File: src/design/wabd_pkg.sv
// Types, constants and helper functions for the WebM audio block demux.
// No dependencies; used by every module in the design.
`default_nettype none

package wabd_pkg;

    // Element IDs, marker bits included
    localparam logic [31:0] ID_CLUSTER   = 32'h1F43_B675;
    localparam logic [31:0] ID_TIMECODE  = 32'h0000_00E7;
    localparam logic [31:0] ID_SIMPLEBLK = 32'h0000_00A3;
    localparam logic [31:0] ID_BLOCK     = 32'h0000_00A1;

    // ns to ms
    localparam logic [19:0] MS_DIVISOR = 20'd1000000;

    // Configuration register indexes and reset values
    localparam int          CFG_IDX_W          = 2;
    localparam logic [CFG_IDX_W-1:0] CFG_AUDIO_TRACK    = 2'd0;
    localparam logic [CFG_IDX_W-1:0] CFG_TIMECODE_SCALE = 2'd1;
    localparam logic [31:0] AUDIO_TRACK_RST    = 32'd1;
    localparam logic [31:0] TIMECODE_SCALE_RST = 32'd1000000;

    typedef enum logic [3:0] {
        PH_ID        = 4'd0,
        PH_ID_MORE   = 4'd1,
        PH_SIZE      = 4'd2,
        PH_SIZE_MORE = 4'd3,
        PH_TC        = 4'd4,
        PH_TRK       = 4'd5,
        PH_TRK_MORE  = 4'd6,
        PH_OFS_HI    = 4'd7,
        PH_OFS_LO    = 4'd8,
        PH_FLAGS     = 4'd9,
        PH_PAYLOAD   = 4'd10,
        PH_SKIP      = 4'd11
    } t_phase;

    typedef struct packed {
        logic [7:0] in_byte;
        logic       restart;
    } t_in;

    typedef struct packed {
        logic [7:0]  out_byte;
        logic [31:0] time_ms;
        logic        first;
        logic        last;
        logic        error;
    } t_out;

    typedef struct packed {
        logic [19:0] rem;
        logic [7:0]  q;
    } t_div_step;

    // Length of a vint from its lead byte: 1..8, 0 when the byte is zero.
    function automatic logic [3:0] vint_len(input logic [7:0] b);
        logic [3:0] len;
        len = '0;
        for (int i = 0; i < 8; i++) begin
            if (b[i]) begin
                len = 4'(8 - i);
            end
        end
        return len;
    endfunction

    // Lead byte with its marker bit cleared.
    function automatic logic [7:0] vint_lead(input logic [7:0] b, input logic [3:0] len);
        logic [7:0] m;
        m = 8'h80 >> (len - 4'd1);
        return b & ~m;
    endfunction

    // All-ones value of a size vint of the given length (unknown size).
    function automatic logic [63:0] vint_unknown(input logic [3:0] len);
        logic [63:0] m;
        unique case (len)
            4'd1:    m = 64'h0000_0000_0000_007F;
            4'd2:    m = 64'h0000_0000_0000_3FFF;
            4'd3:    m = 64'h0000_0000_001F_FFFF;
            4'd4:    m = 64'h0000_0000_0FFF_FFFF;
            4'd5:    m = 64'h0000_0007_FFFF_FFFF;
            4'd6:    m = 64'h0000_03FF_FFFF_FFFF;
            4'd7:    m = 64'h0001_FFFF_FFFF_FFFF;
            4'd8:    m = 64'h00FF_FFFF_FFFF_FFFF;
            default: m = '0;
        endcase
        return m;
    endfunction

    // Eight restoring-division steps by MS_DIVISOR; rem stays below the divisor.
    function automatic t_div_step div_step8(input logic [19:0] rem, input logic [7:0] bits);
        t_div_step  s;
        logic [20:0] r;
        r = {1'b0, rem};
        s.q = '0;
        for (int i = 7; i >= 0; i--) begin
            r = {r[19:0], bits[i]};
            if (r >= {1'b0, MS_DIVISOR}) begin
                r      = r - {1'b0, MS_DIVISOR};
                s.q[i] = 1'b1;
            end
        end
        s.rem = r[19:0];
        return s;
    endfunction

endpackage

`default_nettype wire

File: src/design/wabd_ctime.sv
// Cluster time unit: (value * scale mod 2^64) / 1000000, low 32 bits kept.
// Two-stage multiply, eight-stage divide; depends on wabd_pkg.
`default_nettype none

module wabd_ctime (
    input  logic        i_clk,
    input  logic        i_rst_n,
    input  logic        i_launch,
    input  logic [63:0] i_value,
    input  logic [31:0] i_scale,
    output logic        o_busy,
    output logic [31:0] o_ctime
);

    localparam int DivStages = 8;

    logic [63:0] prod_lo;
    logic [31:0] prod_hi;

    logic        r_m_v;
    logic [63:0] r_m_lo;
    logic [31:0] r_m_hi;
    logic        r_a_v;
    logic [63:0] r_a_p;

    logic [DivStages-1:0] r_d_v;
    logic [19:0] r_d_rem [DivStages];
    logic [63:0] r_d_num [DivStages];
    logic [31:0] r_d_q   [DivStages];
    logic [19:0] n_d_rem [DivStages];
    logic [63:0] n_d_num [DivStages];
    logic [31:0] n_d_q   [DivStages];

    logic [31:0] r_ctime;

    // 64x32 product mod 2^64 from two 32x32 halves
    assign prod_lo = i_value[31:0] * i_scale;
    assign prod_hi = i_value[63:32] * i_scale;

    for (genvar k = 0; k < DivStages; k++) begin : g_div
        logic [19:0]      rem_in;
        logic [63:0]      num_in;
        logic [31:0]      q_in;
        wabd_pkg::t_div_step st;

        if (k == 0) begin : g_first
            assign rem_in = '0;
            assign num_in = r_a_p;
            assign q_in   = '0;
        end else begin : g_rest
            assign rem_in = r_d_rem[k-1];
            assign num_in = r_d_num[k-1];
            assign q_in   = r_d_q[k-1];
        end

        assign st         = wabd_pkg::div_step8(rem_in, num_in[63:56]);
        assign n_d_rem[k] = st.rem;
        assign n_d_num[k] = {num_in[55:0], 8'h00};
        assign n_d_q[k]   = {q_in[23:0], st.q};
    end

    always_ff @(posedge i_clk) begin
        if (!i_rst_n) begin
            r_m_v   <= 1'b0;
            r_a_v   <= 1'b0;
            r_d_v   <= '0;
            r_ctime <= '0;
        end else begin
            r_m_v <= i_launch;
            r_a_v <= r_m_v;
            r_d_v <= {r_d_v[DivStages-2:0], r_a_v};
            if (r_d_v[DivStages-1]) begin
                r_ctime <= r_d_q[DivStages-1];
            end
        end
    end

    always_ff @(posedge i_clk) begin
        r_m_lo <= prod_lo;
        r_m_hi <= prod_hi;
        r_a_p  <= r_m_lo + {r_m_hi, 32'h0};
        for (int k = 0; k < DivStages; k++) begin
            r_d_rem[k] <= n_d_rem[k];
            r_d_num[k] <= n_d_num[k];
            r_d_q[k]   <= n_d_q[k];
        end
    end

    assign o_busy  = r_m_v | r_a_v | (|r_d_v);
    assign o_ctime = r_ctime;

endmodule

`default_nettype wire

File: config.mk
export PLATFORM = sky130hd
export DESIGN_NAME = wabd_ctime
export DESIGN_NICKNAME = d
export VERILOG_FILES = /design/src/design/wabd_pkg.sv /design/src/design/wabd_ctime.sv
export SDC_FILE = /design/constraint.sdc
export NUM_CORES = 2
export LEC_CHECK = 0
export ABC_AREA = 1
export ABC_CLOCK_PERIOD_IN_PS = 16500
export BUFFER_PORTS_ARGS = -buffer_cell sky130_fd_sc_hd__buf_2
export CORE_MARGIN = 3
export CORE_UTILIZATION = 45
export CTS_CLUSTER_DIAMETER = 50
export DETAILED_ROUTE_END_ITERATION = 7
export GPL_TIMING_DRIVEN = 0
export HOLD_SLACK_MARGIN = 0.02
export PLACE_DENSITY = 0.64
export SETUP_SLACK_MARGIN = 0.3
export SYNTH_ARGS = -nofsm -noshare
export SYNTH_HDL_FRONTEND = slang
export SYNTH_SLANG_ARGS = --single-unit
File: constraint.sdc
create_clock -name i_clk -period 16.5 [get_ports i_clk]
set_input_delay 3.3 -clock i_clk [delete_from_list [all_inputs] [get_ports i_clk]]
set_output_delay 3.3 -clock i_clk [all_outputs]
set_load 0.02 [all_outputs]
==> flow_summary.yaml <==
timing:
  setup_tns_ns: 0
  maxSlewViolCount: 44
  max_freq_mhz: 64.6
  fin_ws_ns: 1.02
  worst_pin_slew_ns: 1.61
  whs_ns: 0.298
  finClkSkew_ns: 0.0476
  rsz0062_at_grt: "no"
  relSlewSlack_pct: -7.14
  final.period_utilization_pct: 93.8
  hold_violations: 0
  final-setup-viol-count: 0
  fin_crit_ns: 15.48
cells_and_area:
  final_util_pct: 48.8
  multiInputGateArea_sq_um: 62200
  drive_above_1_share_pct: 5.55
  register_area_sq_um: 11500
  area_growth_pct: 7.47
  finalNetCount: 13900
  n_fill_cell: 19000
worst_setup_path:
  crit_start: "i_scale[6]"
  crit_type: "in2reg"
  r2r_setup_slack_ns: 6.89
  crit_path_end_kind: "register"
  worstPathArrival_ns: 16.05
  crit_required_ns: 17.08
  critPathMaxStageDelay_ns: 0.97
  slowest_stage: "clkbuf_1"
  crit_top_cell: "nand2_1"
  rr_endpoint: "r_d_rem[5][19]"
  reg2regPathDepth: 65
  crit_path_max_fanout: 10
  timing.rr.start: "r_d_num[4][55]"
  start_kind: "input port"
cts:
  cts_resized: 0
  ctsHoldBuffers: 0
  cts_tree: "done"
  cts_buffers: 75
  cts.reportedPaths.clkPinSlew_ns: 0.06
  clock_sinks: 576
  cts.path.max_buffers: 3
  cts_root_buffer: "clkbuf_16"
  post_cts_buffers: 0
  htreeDepth: 3
  clock_latency_ns: 0.67
hold_path:
  hold_class: "reg2reg"
  hold_end: "r_d_rem[4][5]"
  worstHoldStart: "r_d_num[3][53]"
  holdPathStages: 0
logic_synthesis:
  yosys-top-cells-area: "fa_1, nand2_1, dfxtp_1, inv_1, ha_1"
  ys_seq_elements: 576
  synth-compound-area-share_pct: 3.88
  synth_xor_area_share_pct: 4.58
  ys.flop_type: "dfxtp_1"
  syn-mean-instance-area_sq_um: 7.20
  synth_nets: 13800
  synth.area.mux_share_pct: 0
  synth_top_area_cell: "fa_1"
  synth_fa_ha_area_share_pct: 37.3
  synth_warnings: 0
  netlist.area_leader.share_pct: 30.5
  netlist_area_sq_um: 85700
  synth-edff-count: 0
  synth-simple-area-share_pct: 26.9
  synth_top_family_by_area: "adder cells"
  synthDistinctLibCells: 58
  syn_inst: 11900
  ys_seq_area_share_pct: 13.5
  synthArstFlopShare_pct: 0
die:
  fp.dieH_um: 442
  core_area_sq_um: 189000
  start_util_pct: 45.4
  row_count: 159
  die_area_sq_um: 196000
  die_w_um: 442
  ios: 132
route:
  route.detailed.drc: 0
  initialDrtViolationCount: 6193
  vias: 76000
  wire_per_inst_um: 19.5
  ant_nets: 0
  wl_um: 285000
  drt_pre_antenna_iters: 7
  viasPerCell: 5.18
place:
  io_buffers: 97
  dpl.hpwl_um: 234000
  preCtsSetupSlack_ns: 0.657
  gp_congestion: 1.05
global_routing:
  grt_usage_pct: 29.0
  grt_start_max_net_pins: 15
  overflow: 0
  grt_use_met1_pct: 37.7
  use_met3_pct: 6.53
  grt_use_met2_pct: 44.6
  antenna_found_initial: 49
  top_usage_layer: "met2"
  grt_pass1_vias: 73900
  grt_first_pass_wirelength_um: 437000
status:
  outcome: "complete, but fails checks"
  violations: "capacitance limit, slew limit"
run:
  maxCapViolations: 4
## Yosys cell counts, types with 92 or more instances
master	count
clkbuf_1	290
nand4_1	92
o21ai_0	163
xor2_1	318
nor2_1	569
xnor2_1	121
ha_1	466
dfxtp_1	576
fa_1	1305
nand2_1	3743
nand3_1	728
inv_1	2582
a21oi_1	227
nand2_2	96
## critical path, delay by kind of cell
| family | cells | cell delay [ns] |
|---|---|---|
| AOI/OAI and AO/OA | 16 | 5.00 |
| adders and majority gates | 9 | 3.83 |
| buffers and inverters | 8 | 2.33 |
| and+or+nand+nor | 12 | 1.37 |
| xor gates and xnor gates | 1 | 0.20 |
## kinds of logic (layout without fill, tap and decap cells)
group,Yosys count,after routing
and+or+nand+nor,5463,5463
xor gates and xnor gates,443,443
other,0,39
DFF,576,576
adders and majority gates,1771,1771
AOI/OAI and AO/OA,577,577
buffers and inverters,3060,3294
## registers in the layout, indices dropped and copies added, names as in the netlist
signal        flops
r_d_num         182
r_d_rem         124
r_d_q            80
g_div.num_in     58
r_m_lo           58
o_ctime          32
r_m_hi           32
r_d_v             8
r_a_v             1
r_m_v             1
## cells in the final DEF (no fill, tap or decap), types with 9 or more instances in the layout
cell type | Yosys | routed
nand3_4 | 9 | 9
nand3b_1 | 45 | 45
nor3_1 | 43 | 43
nand2_4 | 24 | 24
a21oi_2 | 19 | 19
o21ai_0 | 163 | 163
buf_4 | 22 | 22
o21bai_1 | 16 | 16
nor2_1 | 569 | 569
clkbuf_16 | 0 | 76
o21ai_2 | 36 | 36
diode_2 | 0 | 39
fa_1 | 1305 | 1305
nand2_1 | 3743 | 3743
nand4_1 | 92 | 92
inv_1 | 2582 | 2582
clkbuf_1 | 290 | 297
inv_2 | 66 | 66
o21ai_1 | 54 | 54
nor2_2 | 35 | 35
xnor2_1 | 121 | 121
o211ai_1 | 14 | 14
nand3_1 | 728 | 728
buf_6 | 40 | 40
nand3_2 | 34 | 34
xor2_1 | 318 | 318
buf_1 | 43 | 41
nor2_4 | 23 | 23
a21o_1 | 9 | 9
ha_1 | 466 | 466
nand2_2 | 96 | 96
buf_2 | 8 | 107
a21oi_1 | 227 | 227
dfxtp_1 | 576 | 576
a31oi_1 | 11 | 11
## final cells by class
cell class / count / share of cell area (%)
diodes: 39 / 0.106
plain buffers: 407 / 2.14
clock buffers: 93 / 2.21
clock inverters: 42 / 0.658
inverters: 2653 / 10.8
multi-input cells: 8254 / 67.6
flip-flops and latches: 576 / 12.5
well taps: 2495 / 3.39
repair buffers: 99 / 0.574
## how the worst max path moves through the flow
stage / to / slack, ns / depth (start not counted)
floorplan: r_m_lo[62] / 4.66 / 51
global placement: r_m_lo[61] / 0.66 / 46
detailed placement: r_m_lo[61] / 0.66 / 46
CTS: r_m_lo[61] / 1.37 / 46
global route: r_m_lo[61] / 0.49 / 46
finish: r_m_lo[61] / 1.02 / 46
## routing by layer
layer  part of all wire [%]  vias up
met4                    7.2       14
met2                     43     3396
met1                     40    36400
met5                  0.029        -
met3                    9.9      767
li1                       -    35400
## stage by stage
step	instances	area, sq um
2_1_floorplan	11900	85700
3_3_place_gp	14500	89300
3_5_place_dp	14500	89300
4_1_cts	14600	91900
5_1_grt	14600	92000
6_report	14700	92100
Power is not shown: default switching activity piles up to over one toggle a cycle in this logic, so the estimate is an artifact.
